## config.mk

```make
export PLATFORM = sky130hd
export DESIGN_NAME = adc_window_comparator_regs_unit_flat
export DESIGN_NICKNAME = d
export VERILOG_FILES = /design/src/rtl/adcwc_pkg.sv /design/src/rtl/adcwc_stream_if.sv /design/src/rtl/adc_window_comparator_regs_unit.sv /design/src/rtl/adcwc_front.sv /design/src/rtl/adcwc_queue.sv /design/src/rtl/adcwc_back.sv /design/src/flat_wrapper.sv
export SDC_FILE = /design/constraint.sdc
export NUM_CORES = 1
export LEC_CHECK = 0
export ABC_AREA = 0
export BUFFER_PORTS_ARGS = -buffer_cell sky130_fd_sc_hd__clkbuf_2
export CORE_ASPECT_RATIO = 1.25
export CORE_MARGIN = 10
export CORE_UTILIZATION = 35
export DETAILED_ROUTE_END_ITERATION = 16
export PLACE_DENSITY_LB_ADDON = 0.05
export SETUP_SLACK_MARGIN = 0.5
export SYNTH_ARGS = -nofsm -noshare
export SYNTH_HDL_FRONTEND = slang
export SYNTH_HIERARCHICAL = 1
export SYNTH_SLANG_ARGS = --single-unit
```

## constraint.sdc

```tcl
create_clock -name i_clk -period 7.65 [get_ports i_clk]
set_input_delay 0.3825 -clock i_clk [delete_from_list [all_inputs] [get_ports i_clk]]
set_output_delay 0.3825 -clock i_clk [all_outputs]
set_load 0.01 [all_outputs]
```

## src/rtl/adcwc_pkg.sv

```systemverilog
// ----------------------------------------------------------------------------
// adcwc_pkg
// types, codes and lookup functions shared by the window comparator modules
// ----------------------------------------------------------------------------
package adcwc_pkg;

    localparam int QUEUE_DEPTH = 2;
    localparam int QPTR_W      = $clog2(QUEUE_DEPTH);
    localparam int QCNT_W      = $clog2(QUEUE_DEPTH + 1);

    localparam int CFG_IDX_W   = 3;
    localparam int CFG_DATA_W  = 16;

    localparam logic [15:0] RESULT_RESET   = 16'hAAAA;
    localparam logic [15:0] HIGH_THR_RESET = 16'h0FFF;
    localparam logic [16:0] FULL_SCALE     = 17'h10000;
    localparam logic [3:0]  HOLD_CODES     = 4'd10;

    localparam logic KIND_TICK  = 1'b0;
    localparam logic KIND_VREAD = 1'b1;

    typedef enum logic [1:0] {
        RES_8   = 2'd0,
        RES_10  = 2'd1,
        RES_12  = 2'd2,
        RES_BAD = 2'd3
    } t_res_code;

    typedef enum logic [CFG_IDX_W-1:0] {
        CFG_ENABLE   = 3'd0,
        CFG_RES      = 3'd1,
        CFG_LOW_THR  = 3'd2,
        CFG_HIGH_THR = 3'd3,
        CFG_IRQ_EN   = 3'd4,
        CFG_CLK_SRC  = 3'd5,
        CFG_CLK_DIV  = 3'd6,
        CFG_HOLD     = 3'd7
    } t_cfg_idx;

    typedef enum logic {
        BK_IDLE = 1'b0,
        BK_WORK = 1'b1
    } t_back_state;

    typedef struct packed {
        logic        kind;
        logic [16:0] supply_level;
    } t_in_item;

    typedef struct packed {
        logic [15:0] conversion_result;
        logic        converted;
        logic [1:0]  vector_data;
        logic        interrupt;
        logic [18:0] sample_period_clocks;
        logic [1:0]  clock_select;
        logic        config_error;
    } t_out_item;

    // classified command held in the queue
    typedef struct packed {
        logic        is_read;
        logic [16:0] level;
    } t_cmd;

    // queue handshake between two modules
    typedef struct packed {
        logic valid;
        t_cmd cmd;
    } t_q_req;

    function automatic logic [9:0] hold_clocks(input logic [3:0] code);
        logic [9:0] v;
        case (code)
            4'd0:    v = 10'd4;
            4'd1:    v = 10'd8;
            4'd2:    v = 10'd16;
            4'd3:    v = 10'd32;
            4'd4:    v = 10'd64;
            4'd5:    v = 10'd96;
            4'd6:    v = 10'd128;
            4'd7:    v = 10'd256;
            4'd8:    v = 10'd384;
            4'd9:    v = 10'd512;
            default: v = 10'd0;
        endcase
        return v;
    endfunction

    function automatic logic [3:0] conv_clocks(input t_res_code code);
        logic [3:0] v;
        case (code)
            RES_8:   v = 4'd10;
            RES_10:  v = 4'd12;
            RES_12:  v = 4'd14;
            default: v = 4'd0;
        endcase
        return v;
    endfunction

    // right shift that maps a 1.16 level onto the result width
    function automatic logic [3:0] res_shift(input t_res_code code);
        logic [3:0] v;
        case (code)
            RES_8:   v = 4'd8;
            RES_10:  v = 4'd6;
            RES_12:  v = 4'd4;
            default: v = 4'd0;
        endcase
        return v;
    endfunction

    // predivider 1/4/32/64 as a left shift
    function automatic logic [2:0] pre_shift(input logic [1:0] code);
        logic [2:0] v;
        case (code)
            2'd0:    v = 3'd0;
            2'd1:    v = 3'd2;
            2'd2:    v = 3'd5;
            default: v = 3'd6;
        endcase
        return v;
    endfunction

endpackage

```

## src/rtl/adcwc_stream_if.sv

```systemverilog
// ----------------------------------------------------------------------------
// adcwc_stream_if
// valid/ready channel carrying one payload per transfer
// ----------------------------------------------------------------------------
interface adcwc_stream_if #(
    parameter type T_PAYLOAD = logic
) ();
    logic     valid;
    logic     ready;
    T_PAYLOAD payload;

    modport source (output valid, output payload, input ready);
    modport sink   (input valid, input payload, output ready);
endinterface

```

## src/rtl/adc_window_comparator_regs_unit.sv

```systemverilog
// ----------------------------------------------------------------------------
// adc_window_comparator_regs_unit
// converter with window comparator, sticky crossing flags and vector read
//
//   channel   dir  payload                                       transfer
//   i_in      in   kind, supply_level                            valid & ready
//   o_out     out  result, flags, irq, period, clock, error      valid & ready
//   i_cfg_*   in   register index 0..7, 16-bit data              i_cfg_we
//
// each item goes through two steps in the back part: execute and period shift
// a 2-entry queue lets the front accept while the back or output stalls
// the output register holds a finished result until it is taken
// synchronous active-low reset; stored result resets to 0xaaaa
// ----------------------------------------------------------------------------
module adc_window_comparator_regs_unit (
    input  logic                              i_clk,
    input  logic                              i_rst_n,
    input  logic                              i_cfg_we,
    input  logic [adcwc_pkg::CFG_IDX_W-1:0]   i_cfg_idx,
    input  logic [adcwc_pkg::CFG_DATA_W-1:0]  i_cfg_data,
    adcwc_stream_if.sink                      i_in,
    adcwc_stream_if.source                    o_out
);

    adcwc_pkg::t_q_req q_push;
    adcwc_pkg::t_q_req q_pop;
    logic              q_push_ready;
    logic              q_pop_ready;

    adcwc_front u_front (
        .i_in      (i_in),
        .i_q_ready (q_push_ready),
        .o_q_req   (q_push)
    );

    adcwc_queue u_queue (
        .i_clk        (i_clk),
        .i_rst_n      (i_rst_n),
        .i_push       (q_push),
        .o_push_ready (q_push_ready),
        .o_pop        (q_pop),
        .i_pop_ready  (q_pop_ready)
    );

    adcwc_back u_back (
        .i_clk       (i_clk),
        .i_rst_n     (i_rst_n),
        .i_cfg_we    (i_cfg_we),
        .i_cfg_idx   (i_cfg_idx),
        .i_cfg_data  (i_cfg_data),
        .i_pop       (q_pop),
        .o_pop_ready (q_pop_ready),
        .o_out       (o_out)
    );

endmodule

```

## src/rtl/adcwc_front.sv

```systemverilog
// ----------------------------------------------------------------------------
// adcwc_front
// accepts input items, saturates the level and classifies tick or vector read
// ----------------------------------------------------------------------------
module adcwc_front (
    adcwc_stream_if.sink      i_in,
    input  logic              i_q_ready,
    output adcwc_pkg::t_q_req o_q_req
);

    adcwc_pkg::t_cmd cmd;

    always_comb begin
        cmd.is_read = (i_in.payload.kind == adcwc_pkg::KIND_VREAD);
        if (i_in.payload.supply_level > adcwc_pkg::FULL_SCALE) begin
            cmd.level = adcwc_pkg::FULL_SCALE;
        end else begin
            cmd.level = i_in.payload.supply_level;
        end
    end

    assign i_in.ready     = i_q_ready;
    assign o_q_req.valid  = i_in.valid;
    assign o_q_req.cmd    = cmd;

endmodule

```

## src/rtl/adcwc_queue.sv

```systemverilog
// ----------------------------------------------------------------------------
// adcwc_queue
// short command queue between the front and back parts
// ----------------------------------------------------------------------------
module adcwc_queue (
    input  logic              i_clk,
    input  logic              i_rst_n,
    input  adcwc_pkg::t_q_req i_push,
    output logic              o_push_ready,
    output adcwc_pkg::t_q_req o_pop,
    input  logic              i_pop_ready
);

    localparam int DEPTH = adcwc_pkg::QUEUE_DEPTH;
    localparam int PW    = adcwc_pkg::QPTR_W;
    localparam int CW    = adcwc_pkg::QCNT_W;

    adcwc_pkg::t_cmd r_mem [DEPTH];
    logic [PW-1:0]   r_wr_ptr;
    logic [PW-1:0]   r_rd_ptr;
    logic [CW-1:0]   r_count;
    logic [PW-1:0]   n_wr_ptr;
    logic [PW-1:0]   n_rd_ptr;
    logic [CW-1:0]   n_count;
    logic            push;
    logic            pop;

    assign o_push_ready = (r_count != CW'(DEPTH));
    assign push         = i_push.valid && o_push_ready;
    assign o_pop.valid  = (r_count != '0);
    assign o_pop.cmd    = r_mem[r_rd_ptr];
    assign pop          = o_pop.valid && i_pop_ready;

    always_comb begin
        n_wr_ptr = r_wr_ptr;
        n_rd_ptr = r_rd_ptr;
        n_count  = r_count;
        if (push) begin
            n_wr_ptr = (r_wr_ptr == PW'(DEPTH - 1)) ? '0 : r_wr_ptr + PW'(1);
        end
        if (pop) begin
            n_rd_ptr = (r_rd_ptr == PW'(DEPTH - 1)) ? '0 : r_rd_ptr + PW'(1);
        end
        if (push && !pop) begin
            n_count = r_count + CW'(1);
        end else if (pop && !push) begin
            n_count = r_count - CW'(1);
        end
    end

    always_ff @(posedge i_clk) begin
        if (!i_rst_n) begin
            r_wr_ptr <= '0;
            r_rd_ptr <= '0;
            r_count  <= '0;
        end else begin
            r_wr_ptr <= n_wr_ptr;
            r_rd_ptr <= n_rd_ptr;
            r_count  <= n_count;
        end
    end

    always_ff @(posedge i_clk) begin
        if (push) begin
            r_mem[r_wr_ptr] <= i_push.cmd;
        end
    end

    a_count_bound: assert property (@(posedge i_clk) disable iff (!i_rst_n)
        r_count <= CW'(DEPTH))
        else $error("queue count beyond depth");

    a_ptr_gap: assert property (@(posedge i_clk) disable iff (!i_rst_n)
        (r_count == '0 || r_count == CW'(DEPTH)) |-> r_wr_ptr == r_rd_ptr)
        else $error("queue pointers disagree with count");

    a_count_step: assert property (@(posedge i_clk) disable iff (!i_rst_n)
        push && !pop |=> r_count == $past(r_count) + CW'(1))
        else $error("queue count missed a transfer");

endmodule

```

## src/rtl/adcwc_back.sv

```systemverilog
// ----------------------------------------------------------------------------
// adcwc_back
// register file, conversion, window compare, flags and sample period
// ----------------------------------------------------------------------------
module adcwc_back (
    input  logic                                 i_clk,
    input  logic                                 i_rst_n,
    input  logic                                 i_cfg_we,
    input  logic [adcwc_pkg::CFG_IDX_W-1:0]      i_cfg_idx,
    input  logic [adcwc_pkg::CFG_DATA_W-1:0]     i_cfg_data,
    input  adcwc_pkg::t_q_req                    i_pop,
    output logic                                 o_pop_ready,
    adcwc_stream_if.source                       o_out
);

    // configuration
    logic                   r_en;
    adcwc_pkg::t_res_code   r_res;
    logic [15:0]            r_lo;
    logic [15:0]            r_hi;
    logic [1:0]             r_wie;
    logic [1:0]             r_clk_src;
    logic [4:0]             r_div;
    logic [3:0]             r_hold;

    // block state
    logic [15:0]            r_stored;
    logic [1:0]             r_flags;
    logic                   r_irq;
    logic [15:0]            n_stored;
    logic [1:0]             n_flags;
    logic                   n_irq;

    adcwc_pkg::t_back_state r_state;
    adcwc_pkg::t_back_state n_state;

    adcwc_pkg::t_out_item   r_pend;
    adcwc_pkg::t_out_item   n_pend;
    logic [12:0]            r_prod;
    logic [12:0]            n_prod;
    adcwc_pkg::t_out_item   r_out;
    adcwc_pkg::t_out_item   n_out;
    logic                   r_out_valid;

    logic                   take;
    logic                   load_out;
    logic                   res_bad;
    logic                   hold_bad;
    logic [15:0]            sample;
    logic [3:0]             div_m;
    logic [9:0]             tot;
    logic [18:0]            period;

    // next state
    always_comb begin
        n_state = r_state;
        case (r_state)
            adcwc_pkg::BK_IDLE: begin
                if (i_pop.valid) begin
                    n_state = adcwc_pkg::BK_WORK;
                end
            end
            adcwc_pkg::BK_WORK: begin
                if (load_out) begin
                    n_state = adcwc_pkg::BK_IDLE;
                end
            end
            default: n_state = adcwc_pkg::BK_IDLE;
        endcase
    end

    // fsm outputs
    always_comb begin
        o_pop_ready = 1'b0;
        load_out    = 1'b0;
        case (r_state)
            adcwc_pkg::BK_IDLE: o_pop_ready = 1'b1;
            adcwc_pkg::BK_WORK: load_out    = !r_out_valid || o_out.ready;
            default: begin
                o_pop_ready = 1'b0;
                load_out    = 1'b0;
            end
        endcase
    end

    assign take     = i_pop.valid && o_pop_ready;
    assign res_bad  = (r_res == adcwc_pkg::RES_BAD);
    assign hold_bad = (r_hold >= adcwc_pkg::HOLD_CODES);
    assign sample   = 16'(i_pop.cmd.level >> adcwc_pkg::res_shift(r_res));
    assign div_m    = {1'b0, r_div[2:0]} + 4'd1;
    assign tot      = adcwc_pkg::hold_clocks(r_hold) + {6'd0, adcwc_pkg::conv_clocks(r_res)};
    assign n_prod   = 13'({9'd0, div_m} * {3'd0, tot});
    assign period   = {6'd0, r_prod} << adcwc_pkg::pre_shift(r_div[4:3]);

    // item execution
    always_comb begin
        n_stored = r_stored;
        n_flags  = r_flags;
        n_irq    = r_irq;
        n_pend   = '0;
        if (i_pop.cmd.is_read) begin
            n_pend.vector_data = r_flags;
            n_flags            = '0;
            n_irq              = 1'b0;
        end else if (!r_en) begin
            n_irq = 1'b0;
        end else begin
            if (r_flags == '0) begin
                n_irq = 1'b0;
            end
            if (!res_bad) begin
                n_stored         = sample;
                n_pend.converted = 1'b1;
                if (r_wie[0] && sample < r_lo) begin
                    n_flags[0] = 1'b1;
                    n_irq      = 1'b1;
                end
                if (r_wie[1] && sample > r_hi) begin
                    n_flags[1] = 1'b1;
                    n_irq      = 1'b1;
                end
            end
        end
        n_pend.conversion_result = n_stored;
        n_pend.interrupt         = r_en && n_irq;
        n_pend.clock_select      = r_clk_src;
        n_pend.config_error      = res_bad || hold_bad;
    end

    // finished result with the period filled in
    always_comb begin
        n_out                      = r_pend;
        n_out.sample_period_clocks = period;
    end

    always_ff @(posedge i_clk) begin
        if (!i_rst_n) begin
            r_en      <= 1'b0;
            r_res     <= adcwc_pkg::RES_12;
            r_lo      <= '0;
            r_hi      <= adcwc_pkg::HIGH_THR_RESET;
            r_wie     <= '0;
            r_clk_src <= '0;
            r_div     <= '0;
            r_hold    <= '0;
        end else if (i_cfg_we) begin
            case (adcwc_pkg::t_cfg_idx'(i_cfg_idx))
                adcwc_pkg::CFG_ENABLE:   r_en      <= i_cfg_data[0];
                adcwc_pkg::CFG_RES:      r_res     <= adcwc_pkg::t_res_code'(i_cfg_data[1:0]);
                adcwc_pkg::CFG_LOW_THR:  r_lo      <= i_cfg_data;
                adcwc_pkg::CFG_HIGH_THR: r_hi      <= i_cfg_data;
                adcwc_pkg::CFG_IRQ_EN:   r_wie     <= i_cfg_data[1:0];
                adcwc_pkg::CFG_CLK_SRC:  r_clk_src <= i_cfg_data[1:0];
                adcwc_pkg::CFG_CLK_DIV:  r_div     <= i_cfg_data[4:0];
                adcwc_pkg::CFG_HOLD:     r_hold    <= i_cfg_data[3:0];
                default: r_en <= r_en;
            endcase
        end
    end

    always_ff @(posedge i_clk) begin
        if (!i_rst_n) begin
            r_state     <= adcwc_pkg::BK_IDLE;
            r_stored    <= adcwc_pkg::RESULT_RESET;
            r_flags     <= '0;
            r_irq       <= 1'b0;
            r_out_valid <= 1'b0;
        end else begin
            r_state <= n_state;
            if (take) begin
                r_stored <= n_stored;
                r_flags  <= n_flags;
                r_irq    <= n_irq;
            end
            if (load_out) begin
                r_out_valid <= 1'b1;
            end else if (o_out.ready) begin
                r_out_valid <= 1'b0;
            end
        end
    end

    always_ff @(posedge i_clk) begin
        if (take) begin
            r_pend <= n_pend;
            r_prod <= n_prod;
        end
        if (load_out) begin
            r_out <= n_out;
        end
    end

    assign o_out.valid   = r_out_valid;
    assign o_out.payload = r_out;

    a_irq_needs_flag: assert property (@(posedge i_clk) disable iff (!i_rst_n)
        r_irq |-> r_flags != '0)
        else $error("interrupt level without a crossing flag");

    a_irq_off: assert property (@(posedge i_clk) disable iff (!i_rst_n)
        r_out_valid && r_out.interrupt |-> r_en)
        else $error("interrupt reported while converter off");

    a_read_no_conv: assert property (@(posedge i_clk) disable iff (!i_rst_n)
        r_out_valid && r_out.vector_data != '0 |-> !r_out.converted)
        else $error("vector read reported a conversion");

    a_one_in_flight: assert property (@(posedge i_clk) disable iff (!i_rst_n)
        take |=> r_state == adcwc_pkg::BK_WORK)
        else $error("item taken without entering work state");

endmodule

```

## src/flat_wrapper.sv

```systemverilog
// flat-port wrapper written by rule: the top's interface ports become plain ports
module adc_window_comparator_regs_unit_flat 
  (i_clk, i_rst_n, i_cfg_we, i_cfg_idx, i_cfg_data, i_in_valid, i_in_payload, i_in_ready, o_out_valid, o_out_payload, o_out_ready);
  adcwc_stream_if #(.T_PAYLOAD(adcwc_pkg::t_in_item)) i_in_i ();
  adcwc_stream_if #(.T_PAYLOAD(adcwc_pkg::t_out_item)) o_out_i ();
  input  logic i_clk;
  input  logic i_rst_n;
  input  logic i_cfg_we;
  input  logic [adcwc_pkg::CFG_IDX_W-1:0] i_cfg_idx;
  input  logic [adcwc_pkg::CFG_DATA_W-1:0] i_cfg_data;
  input wire logic [$bits(i_in_i.valid)-1:0] i_in_valid;
  input wire logic [$bits(i_in_i.payload)-1:0] i_in_payload;
  output wire logic [$bits(i_in_i.ready)-1:0] i_in_ready;
  output wire logic [$bits(o_out_i.valid)-1:0] o_out_valid;
  output wire logic [$bits(o_out_i.payload)-1:0] o_out_payload;
  input wire logic [$bits(o_out_i.ready)-1:0] o_out_ready;
  assign i_in_i.valid = i_in_valid;
  assign i_in_i.payload = i_in_payload;
  assign i_in_ready = i_in_i.ready;
  assign o_out_valid = o_out_i.valid;
  assign o_out_payload = o_out_i.payload;
  assign o_out_i.ready = o_out_ready;
  adc_window_comparator_regs_unit u_core (.i_clk(i_clk), .i_rst_n(i_rst_n), .i_cfg_we(i_cfg_we), .i_cfg_idx(i_cfg_idx), .i_cfg_data(i_cfg_data), .i_in(i_in_i), .o_out(o_out_i));
endmodule
```

==> flow_summary_export.csv, run 1 <==
group,metric,value,unit
outcome,status,"finished clean",
final_layout,drive_gt1_frac,0.172,
route,wl_met2,11.2,mm
route,dr.max_layer_used,"met4",
global_route,grt_pass1_wl,36.5,mm
clock_tree,cts.sinks,194,
global_route,grt_start_max_net_pins,46,
route,dr_wl_met3,867,um
worst_setup_path,crit_top_cell,"inv_1",
timing,worst_pin_slew,1110,ps
clock_tree,cts.path.max_buffers,2,
route,viasPerCell,4.84,
route,vias,6457,
clock_tree,clk-insertion-delay-late,440,ps
clock_tree,cts_buffers,17,
place,hpwl,16.9,mm
floorplan,die_h,208,um
synthesis,syn_nets,1016,
synthesis,yosys_register_bits,194,
worst_setup_path,worstPathRequired,7830,ps
global_route,overflow,0,
hold_path,hp-class,"in2reg",
route,detail-route-antenna-nets,0,
hold_path,holdCritStartpoint,"i_in_payload[17]",
timing,drv_slew,0,
route,drc,0,
synthesis,yosysWarnings,6,
synthesis,netlist_instances,904,
final_layout,diodes,0,
hold_path,whs_path_depth,1,
floorplan,dieArea,35300,sq um
worst_setup_path,max_stage_delay,880,ps
final_layout,design_area,11100,sq um
timing,period_needed,5510,ps
worst_setup_path,r2r-start,"u_core/u_back/r_res[0]",
synthesis,synth_top_flop_cell,"edfxtp_1",
route,met1Wirelength,10.3,mm
floorplan,rows,68,
clock_tree,cts_tree,"yes",
timing,hold_viol,0,
timing,fmax,182,MHz
final_layout,multi_input_area,4370,sq um
route,drtPass1Iterations,6,
final_layout,finish.net_count,1084,
pwr,leakage,4.45,nW
synthesis,synth_edf_count,112,
timing,slew_headroom,0.260,
worst_setup_path,critPathCaptureType,"flip-flop",
clock_tree,post_cts_resized,0,
worst_setup_path,crit_arrival,5690,ps
synthesis,async_flop_share,0,
floorplan,start_util,0.356,
global_route,track_usage,0.132,
synthesis,syn-cell-area,9850,sq um
worst_setup_path,r2r_setup_slack,2140,ps
worst_setup_path,startpoint_type,"flip-flop",
floorplan,io_pins,86,
worst_setup_path,cp_cell_sequence,"inv_1 > ha_1 > ha_1 > inv_1 > fa_1 > nand3b_1 > xor2_1 > nor2b_1 > fa_1 > inv_1 > fa_1 > inv_1 > ha_1 > nand2_1 > o21ai_0 > o41ai_1 > o21ai_0 > xnor2_1",
clock_tree,path_clk_slew,70,ps
final_layout,fillers,2721,
worst_setup_path,critPathSlowestCell,"ha_1",
place,gp_congestion,0.833,
floorplan,core-area,27700,sq um
pwr,pwr_density_cell,285,nW/um^2
final_layout,seqCellArea,5000,sq um
timing,period_share,0.720,
route,wl_per_cell,17.0,um
worst_setup_path,r2r_end,"u_core/u_back/r_prod[12]",
timing,rsz0062_at_grt,"no",
timing,tns,0,ps
worst_setup_path,r2r_cells,18,
route,wl,22.7,mm
worst_setup_path,crit_family,"adder cells",
route,drtIter0Drc,257,
final_layout,area_growth,13.1,%
place,io_buffers,84,
place,dpl_cell_area,10500,sq um
synthesis,yosysSeqAreaShare,0.508,
worst_setup_path,crit_buf_inv,4,
floorplan,die_x,170,um
job,drv_cap,0,
clock_tree,hold_buffers,0,
clock_tree,post_cts_buffers,0,
clock_tree,cts_root_buf,"clkbuf_16",
hold_path,holdPathEnd,"u_core/u_queue/r_mem[0][17]",
global_route,grt_pass1_vias,6600,
pwr,peakVddDrop,0.142,mV
timing,setup_viol,0,
timing,fin_skew,11.5,ps
clock_tree,htree_levels,4,
global_route,antenna_found_initial,0,
worst_setup_path,critPathKind,"reg2reg",
synthesis,syn_area_per_cell,10.9,sq um
worst_setup_path,critical_path.max_fanout,27,
final_layout,layout_common_cells,"114 x nand2_1, 112 x edfxtp_1, 84 x clkbuf_2",
synthesis,synth_cell_types,66,
final_layout,final_common_cell,"nand2_1",
[metal layers]
| layer | global-route usage | vias up |
|---|---|---|
| met4 | 0.0390 | 0 |
| li1 | - | 3273 |
| met3 | 0.0308 | 15 |
| met5 | 0 | - |
| met2 | 0.223 | 103 |
| met1 | 0.163 | 3066 |
[worst register-to-register path, stage by stage, from the launching register on]
cell	delay [ps]
dfxtp_1	410
inv_1	100
ha_1	880
ha_1	310
inv_1	60
fa_1	450
nand3b_1	200
xor2_1	260
nor2b_1	100
fa_1	480
inv_1	50
fa_1	520
inv_1	40
ha_1	340
nand2_1	90
o21ai_0	100
o41ai_1	490
o21ai_0	220
xnor2_1	160
[worst max-delay path by stage]
stage / cells after the start / slack, ps / startpoint / endpoint
global placement: 18 / 2250 / u_core/u_back/r_res[0] / u_core/u_back/r_prod[12]
detailed placement: 18 / 2120 / u_core/u_back/r_res[0] / u_core/u_back/r_prod[12]
CTS: 18 / 2120 / u_core/u_back/r_res[0] / u_core/u_back/r_prod[12]
global route: 18 / 1640 / u_core/u_back/r_res[0] / u_core/u_back/r_prod[12]
floorplan: 16 / 3310 / u_core/u_back/r_res[0] / u_core/u_back/r_prod[12]
finish: 18 / 2140 / u_core/u_back/r_res[0] / u_core/u_back/r_prod[12]
[cell type report]
type	count	share of cell area
Clock buffer	19	0.0389
Clock inverter	13	0.0143
Inverter	80	0.0270
Multi-Input combinational cell	593	0.392
Sequential cell	194	0.449
Tap cell	350	0.0393
Timing Repair Buffer	86	0.0391
[metrics by stage]
| step | util | std cells | hold WS, ps | total power [mW] | setup WS [ps] |
|---|---|---|---|---|---|
| 3_5_place_dp | 0.381 | 1303 | 406 | 2.32 | 2120 |
| 6_report | 0.403 | 1335 | 125 | 3.18 | 2140 |
| 3_3_place_gp | 0.381 | 1303 | 404 | 2.31 | 2250 |
| 5_1_grt | 0.403 | 1335 | 110 | 3.39 | 1640 |
| 2_1_floorplan | - | 904 | 400 | 2.02 | 3310 |
| 4_1_cts | 0.403 | 1335 | 103 | 3.24 | 2120 |
[report_power, final]
| group | internal, mW | total (mW) | switching (mW) |
|---|---|---|---|
| combinational | 0.295 | 0.768 | 0.473 |
| clock | 0.515 | 0.912 | 0.398 |
| sequential | 1.40 | 1.50 | 0.0975 |
[sequential cells by signal (all words and copies together), names as in the netlist, 5 cells and up, named ones only]
name                         count
u_core/u_back/o_out.payload     41
u_core/u_queue/r_mem            36
u_core/u_back/n_out             23
u_core/u_back/r_hi              16
u_core/u_back/r_lo              16
u_core/u_back/r_stored          16
u_core/u_back/r_prod            12
u_core/u_back/r_div              5
[cells by family (layout without fill, tap and decap cells)]
logic type | count (synthesis) | after routing | synth area share
flip-flops | 194 | 194 | 0.508
buffers and inverters | 117 | 198 | 0.0485
other | 1 | 1 | 0.000381
multiplexers | 76 | 76 | 0.0940
XOR/XNOR | 23 | 23 | 0.0205
AND/OR/NAND/NOR | 304 | 304 | 0.152
adder cells (fa/ha/maj) | 70 | 70 | 0.100
AO/OA/AOI/OAI | 119 | 119 | 0.0757
[synth_stat cells, types with 3 or more instances]
cell type,number,area (sq um)
a211oi_1,5,37.5
inv_1,76,285
and2_1,16,100
buf_2,10,50.1
o211ai_1,12,90.1
mux2_2,26,293
fa_1,15,300
nand2_1,114,428
edfxtp_1,112,3360
o21ai_0,23,115
a21oi_1,44,220
nand3_1,16,80.1
clkbuf_1,21,78.8
xnor2_1,12,105
mux2i_1,40,400
nand2b_1,16,100
or3_1,3,18.8
o2111ai_1,3,26.3
or2_2,4,25.0
nor2_1,63,236
nor3b_1,4,30.0
o21ai_1,4,20.0
nand3b_1,4,30.0
mux4_2,8,180
ha_1,55,688
dfxtp_1,82,1640
inv_2,4,15.0
xor2_1,11,96.3
and3_1,5,31.3
nor2b_1,29,181
a31oi_1,6,37.5
buf_4,5,37.5
nor3_1,17,85.1
Note: power is estimated with default switching activity, not from simulation.
==> run 2, diff against run 1 <==
Clock period 7.65 ns to 5.2 ns, I/O delays scaled along.
==> run 2 against run 1 <==
Effect of this change: worst hold slack worse by 57 ps; final cell count is 0.30% higher; worst setup slack worse by 1400 ps; maximum frequency is 24% higher; cell area is 0.64% higher; clock skew is 1.7 ps lower; combinational power is 47% higher; first-iteration DRC count is 17% higher; routed wire length is 0.27% lower; critical path type unchanged; largest cell class unchanged; largest power group unchanged.
==> flow_summary_export.csv, run 2 (same netlist as run 1, synthesis figures left out) <==
group,metric,value,unit
outcome,status,"finished clean",
global_route,grt_pass1_vias,6607,
pwr,pwr_density_cell,420,nW/um^2
timing,fmax,225,MHz
floorplan,rows,68,
pwr,leakage,4.49,nW
final_layout,diodes,0,
hold_path,hp-class,"in2reg",
timing,tns,0,ps
timing,rsz0062_at_grt,"yes",
clock_tree,htree_levels,4,
route,vias,6437,
worst_setup_path,critPathCaptureType,"flip-flop",
place,io_buffers,84,
timing,hold_viol,0,
final_layout,drive_gt1_frac,0.180,
worst_setup_path,r2r_cells,18,
clock_tree,cts_root_buf,"clkbuf_16",
clock_tree,cts_tree,"yes",
clock_tree,clk-insertion-delay-late,440,ps
floorplan,die_x,170,um
place,hpwl,16.9,mm
floorplan,dieArea,35300,sq um
timing,worst_pin_slew,1050,ps
worst_setup_path,critPathKind,"reg2reg",
timing,whs,68.1,ps
timing,setup_viol,0,
global_route,antenna_found_initial,0,
global_route,overflow,0,
timing,period_share,0.854,
final_layout,multi_input_area,4390,sq um
final_layout,seqCellArea,5010,sq um
global_route,track_usage,0.131,
global_route,grt_start_max_net_pins,52,
clock_tree,cts.sinks,194,
timing,fin_ws,758,ps
place,place_ws,437,ps
worst_setup_path,r2r-start,"u_core/u_back/r_res[1]",
final_layout,fillers,2689,
final_layout,largest_reg_flops,41,
timing,fin_skew,9.75,ps
route,wl,22.6,mm
final_layout,finish.net_count,1088,
clock_tree,cts_buffers,17,
timing,drv_slew,0,
route,drtPass1Iterations,5,
final_layout,layout_common_cells,"114 x nand2_1, 112 x edfxtp_1, 84 x clkbuf_2",
worst_setup_path,r2r_setup_slack,760,ps
clock_tree,cts.path.max_buffers,2,
worst_setup_path,startpoint_type,"flip-flop",
timing,slew_headroom,0.298,
route,drtIter0Drc,300,
floorplan,start_util,0.356,
place,gp_congestion,0.807,
timing,period_needed,4440,ps
worst_setup_path,critical_path.max_fanout,4,
route,drc,0,
floorplan,io_pins,86,
worst_setup_path,worstPathRequired,5390,ps
worst_setup_path,crit_arrival,4630,ps
route,viasPerCell,4.81,
floorplan,die_h,208,um
job,drv_cap,0,
route,wl_per_cell,16.9,um
floorplan,core-area,27700,sq um
worst_setup_path,crit_end,"u_core/u_back/r_prod[12]",
worst_setup_path,critPathLaunch,"u_core/u_back/r_res[1]",
route,detail-route-antenna-nets,0,
worst_setup_path,r2r_end,"u_core/u_back/r_prod[12]",
pwr,peakVddDrop,0.205,mV
clock_tree,path_clk_slew,80,ps
final_layout,final_common_cell,"nand2_1",
global_route,grt_pass1_wl,36.3,mm
final_layout,area_growth,13.8,%
## run 2: stage by stage
step	area (sq um)	total power, mW	utilization	cells
2_1_floorplan	9850	2.98	-	904
3_5_place_dp	10600	3.39	0.382	1305
3_3_place_gp	10600	3.39	0.382	1305
6_report	11200	4.71	0.405	1339
4_1_cts	11200	4.79	0.404	1338
5_1_grt	11200	4.99	0.405	1339
## run 2: per-layer routing
layer,share of wire,global-route usage,vias up,routed length (um)
met4,0.016,0.0453,0,362
met3,0.044,0.0291,21,987
li1,-,-,3280,-
met2,0.49,0.222,109,11100
met5,0,0,-,0
met1,0.45,0.160,3027,10100
## run 2: how the worst min path moves through the flow
stage / cells after the start / end / slack [ps] / start
floorplan: 1 / flip-flop / 380 / i_rst_n
global placement: 0 / u_core/u_back/o_out.payload[25] / 400 / u_core/u_back/n_out[25]
detailed placement: 0 / u_core/u_back/o_out.payload[27] / 410 / u_core/u_back/n_out[27]
CTS: 3 / u_core/u_back/r_lo[10] / 50 / i_cfg_data[10]
global route: 3 / u_core/u_back/r_lo[10] / 70 / i_cfg_data[10]
finish: 3 / u_core/u_back/r_lo[7] / 70 / i_cfg_data[7]
## run 2: area by class of cell
cell class | instances | share of cell area
Sequential cell | 194 | 0.447
Multi-Input combinational cell | 593 | 0.392
Timing Repair Buffer | 90 | 0.0417
Clock buffer | 20 | 0.0398
Tap cell | 350 | 0.0391
Inverter | 80 | 0.0268
Clock inverter | 12 | 0.0140
## run 2: report_power, final
group,internal [mW],switching (mW),leakage (nW)
logic,0.433,0.699,2.49
clock network,0.774,0.604,0.290
registers,2.06,0.137,1.71
## run 2: timing repair
action                                  in CTS  in global routing
setup buffers                                0                  1
endpoints found under the setup margin       1                  2
resized for setup                            1                  6
pin swaps                                    0                  1
hold buffers                                 1                  0
endpoints found under the hold margin        2                  0
## run 2: critical path, cell delays in order, from the launching register on
cell and delay, ps:
dfxtp_1 360, inv_1 100, ha_1 300, ha_1 160, inv_1 60, fa_1 450, nand3b_1 230, xor2_2 200
nor2b_1 80, fa_1 470, inv_1 50, fa_1 520, inv_1 40, ha_1 340, nand2_1 90, o21ai_1 90
o41ai_2 350, o21ai_0 160, xnor2_1 140
==> run 3, diff against run 2 <==
Settings changed: CORE_MARGIN 10 to 2.
==> run 3 against run 2 <==
Effect of this change: clock skew fell by 1.2 ps; die area decreased by 16%; sequential share of layout area hardly changed; final cell count rose by 0.15%; count of clock-buffer cells in the layout fell by 3; critical path type unchanged; combinational power hardly changed; register-to-register slack lost 50 ps; largest power group unchanged; cell area increased by 0.11%; clock power decreased by 4%; flip-flop and latch count unchanged; global-route usage grew 2.7 points.
==> flow_summary_export.csv, run 3 (same netlist as run 1, synthesis figures left out) <==
group,metric,value,unit
outcome,status,"finished clean",
timing,tns,0,ps
route,drtIter0Drc,239,
floorplan,die_x,154,um
timing,worst_pin_slew,1080,ps
worst_setup_path,crit_buf_inv,3,
place,dpl_cell_area,10600,sq um
route,detail-route-antenna-nets,0,
timing,setup_viol,0,
clock_tree,cts_buffers,17,
worst_setup_path,crit_arrival,4670,ps
timing,hold_viol,0,
hold_path,hp-class,"in2reg",
place,hpwl,16.4,mm
final_layout,drive_gt1_frac,0.186,
worst_setup_path,r2r_cells,16,
route,drc,0,
timing,period_needed,4490,ps
clock_tree,clk-insertion-delay-late,440,ps
final_layout,design_area,11200,sq um
clock_tree,cts.sinks,194,
worst_setup_path,critPathKind,"reg2reg",
global_route,grt_pass1_wl,35.7,mm
floorplan,start_util,0.356,
worst_setup_path,critPathSlowestCell,"fa_1",
worst_setup_path,cp_cell_sequence,"inv_1 > ha_1 > ha_1 > inv_1 > fa_2 > nand2b_1 > fa_1 > fa_1 > inv_1 > ha_1 > a21o_1 > a21oi_2 > o21ai_0 > o41ai_2 > o21ai_0 > xnor2_1",
final_layout,finish.net_count,1090,
timing,period_share,0.863,
place,io_buffers,84,
global_route,track_usage,0.158,
job,drv_cap,0,
global_route,grt_start_max_net_pins,46,
floorplan,die_h,192,um
place,gp_congestion,0.800,
floorplan,io_pins,86,
worst_setup_path,max_stage_delay,540,ps
clock_tree,cts_tree,"yes",
worst_setup_path,startpoint_type,"flip-flop",
clock_tree,path_clk_slew,70,ps
timing,rsz0062_at_grt,"no",
final_layout,final_common_cell,"nand2_1",
global_route,overflow,0,
final_layout,diodes,0,
pwr,leakage,4.49,nW
final_layout,largest_reg_flops,41,
route,viasPerCell,4.80,
timing,fmax,223,MHz
worst_setup_path,critical_path.max_fanout,5,
route,wl,22.0,mm
timing,drv_slew,0,
worst_setup_path,critPathCaptureType,"flip-flop",
floorplan,rows,68,
floorplan,core-area,27700,sq um
final_layout,fillers,2719,
worst_setup_path,crit_family,"adder cells",
route,vias,6442,
pwr,pwr_density_cell,414,nW/um^2
floorplan,dieArea,29500,sq um
final_layout,area_growth,13.9,%
worst_setup_path,r2r_setup_slack,710,ps
clock_tree,cts.path.max_buffers,2,
worst_setup_path,cp_num_cells,16,
worst_setup_path,worstPathRequired,5390,ps
global_route,grt_pass1_vias,6520,
pwr,peakVddDrop,0.235,mV
hold_path,whs_path_depth,3,
timing,fin_skew,8.58,ps
route,drtPass1Iterations,5,
clock_tree,htree_levels,4,
clock_tree,cts_root_buf,"clkbuf_16",
route,wl_per_cell,16.4,um
timing,slew_headroom,0.282,
global_route,antenna_found_initial,0,
final_layout,layout_common_cells,"114 x nand2_1, 112 x edfxtp_1, 84 x clkbuf_2",
==> run 3: cell count changes in the layout (fill, tap and decap cells not counted), sizes merged <==
cell / delta
clkinv: +2
clkbuf: -3
inv: +3
buf: +2
bufinv: -2
==> run 3: timing repair <==
item / in CTS / in global routing
pin swaps: 0 / 2
endpoints found under the hold margin: 2 / 0
hold buffers: 1 / 0
setup buffers: 0 / 2
gates resized for setup: 1 / 6
endpoints found under the setup margin: 1 / 2
cloned: 0 / 0
==> run 3: worst paths after layout <==
kind	from	to
setup / recovery	u_core/u_back/r_res[0]	u_core/u_back/r_prod[12]
hold reg to reg	u_core/u_back/n_out[37]	u_core/u_back/o_out.payload[37]
setup reg to reg	u_core/u_back/r_res[0]	u_core/u_back/r_prod[12]
hold / removal	i_cfg_data[13]	u_core/u_back/r_lo[13]
==> run 3: worst reg2reg max path: stages, from the launching register on <==
cell and delay, ps:
dfxtp_2 380, inv_1 90, ha_1 320, ha_1 200, inv_1 70, fa_2 460, nand2b_1 180, fa_1 470
fa_1 540, inv_1 70, ha_1 290, a21o_1 170, a21oi_2 180, o21ai_0 160, o41ai_2 360, o21ai_0 170
xnor2_1 150
==> run 3: cell type report <==
cell class | count | area, sq um | share of cell area
sequential | 194 | 5010 | 0.446
tap | 350 | 438 | 0.0390
timing repair buffer | 92 | 483 | 0.0430
multi-input combinational | 593 | 4400 | 0.392
clock buffer | 17 | 425 | 0.0379
clock inverter | 15 | 169 | 0.0151
inverter | 80 | 300 | 0.0268
==> run 3: power breakdown <==
part | switching (mW) | total, mW | internal, mW | leakage, nW
Clock | 0.637 | 1.32 | 0.684 | 0.286
Sequential | 0.138 | 2.19 | 2.06 | 1.71
Combinational | 0.696 | 1.14 | 0.439 | 2.49
==> run 3: routing by layer <==
layer | track usage | part of all wire | up-vias | wire [um]
met2 | 0.283 | 0.50 | 129 | 11000
li1 | - | - | 3289 | -
met1 | 0.194 | 0.45 | 3001 | 9820
met5 | 0 | 0 | - | 0
met3 | 0.0286 | 0.034 | 23 | 757
met4 | 0.0489 | 0.017 | 0 | 374
==> run 3: through the flow <==
step                      power, mW  hold WS (ps)   util  instances  setup slack, ps
after global placement         3.39           402  0.382       1306              528
after detailed placement       3.39           405  0.382       1306              385
after CTS                      4.73          52.8  0.404       1339              511
after floorplan                2.98           382      -        904              858
final                          4.65          70.5  0.406       1341              712
after global routing           4.95          56.5  0.406       1341              488
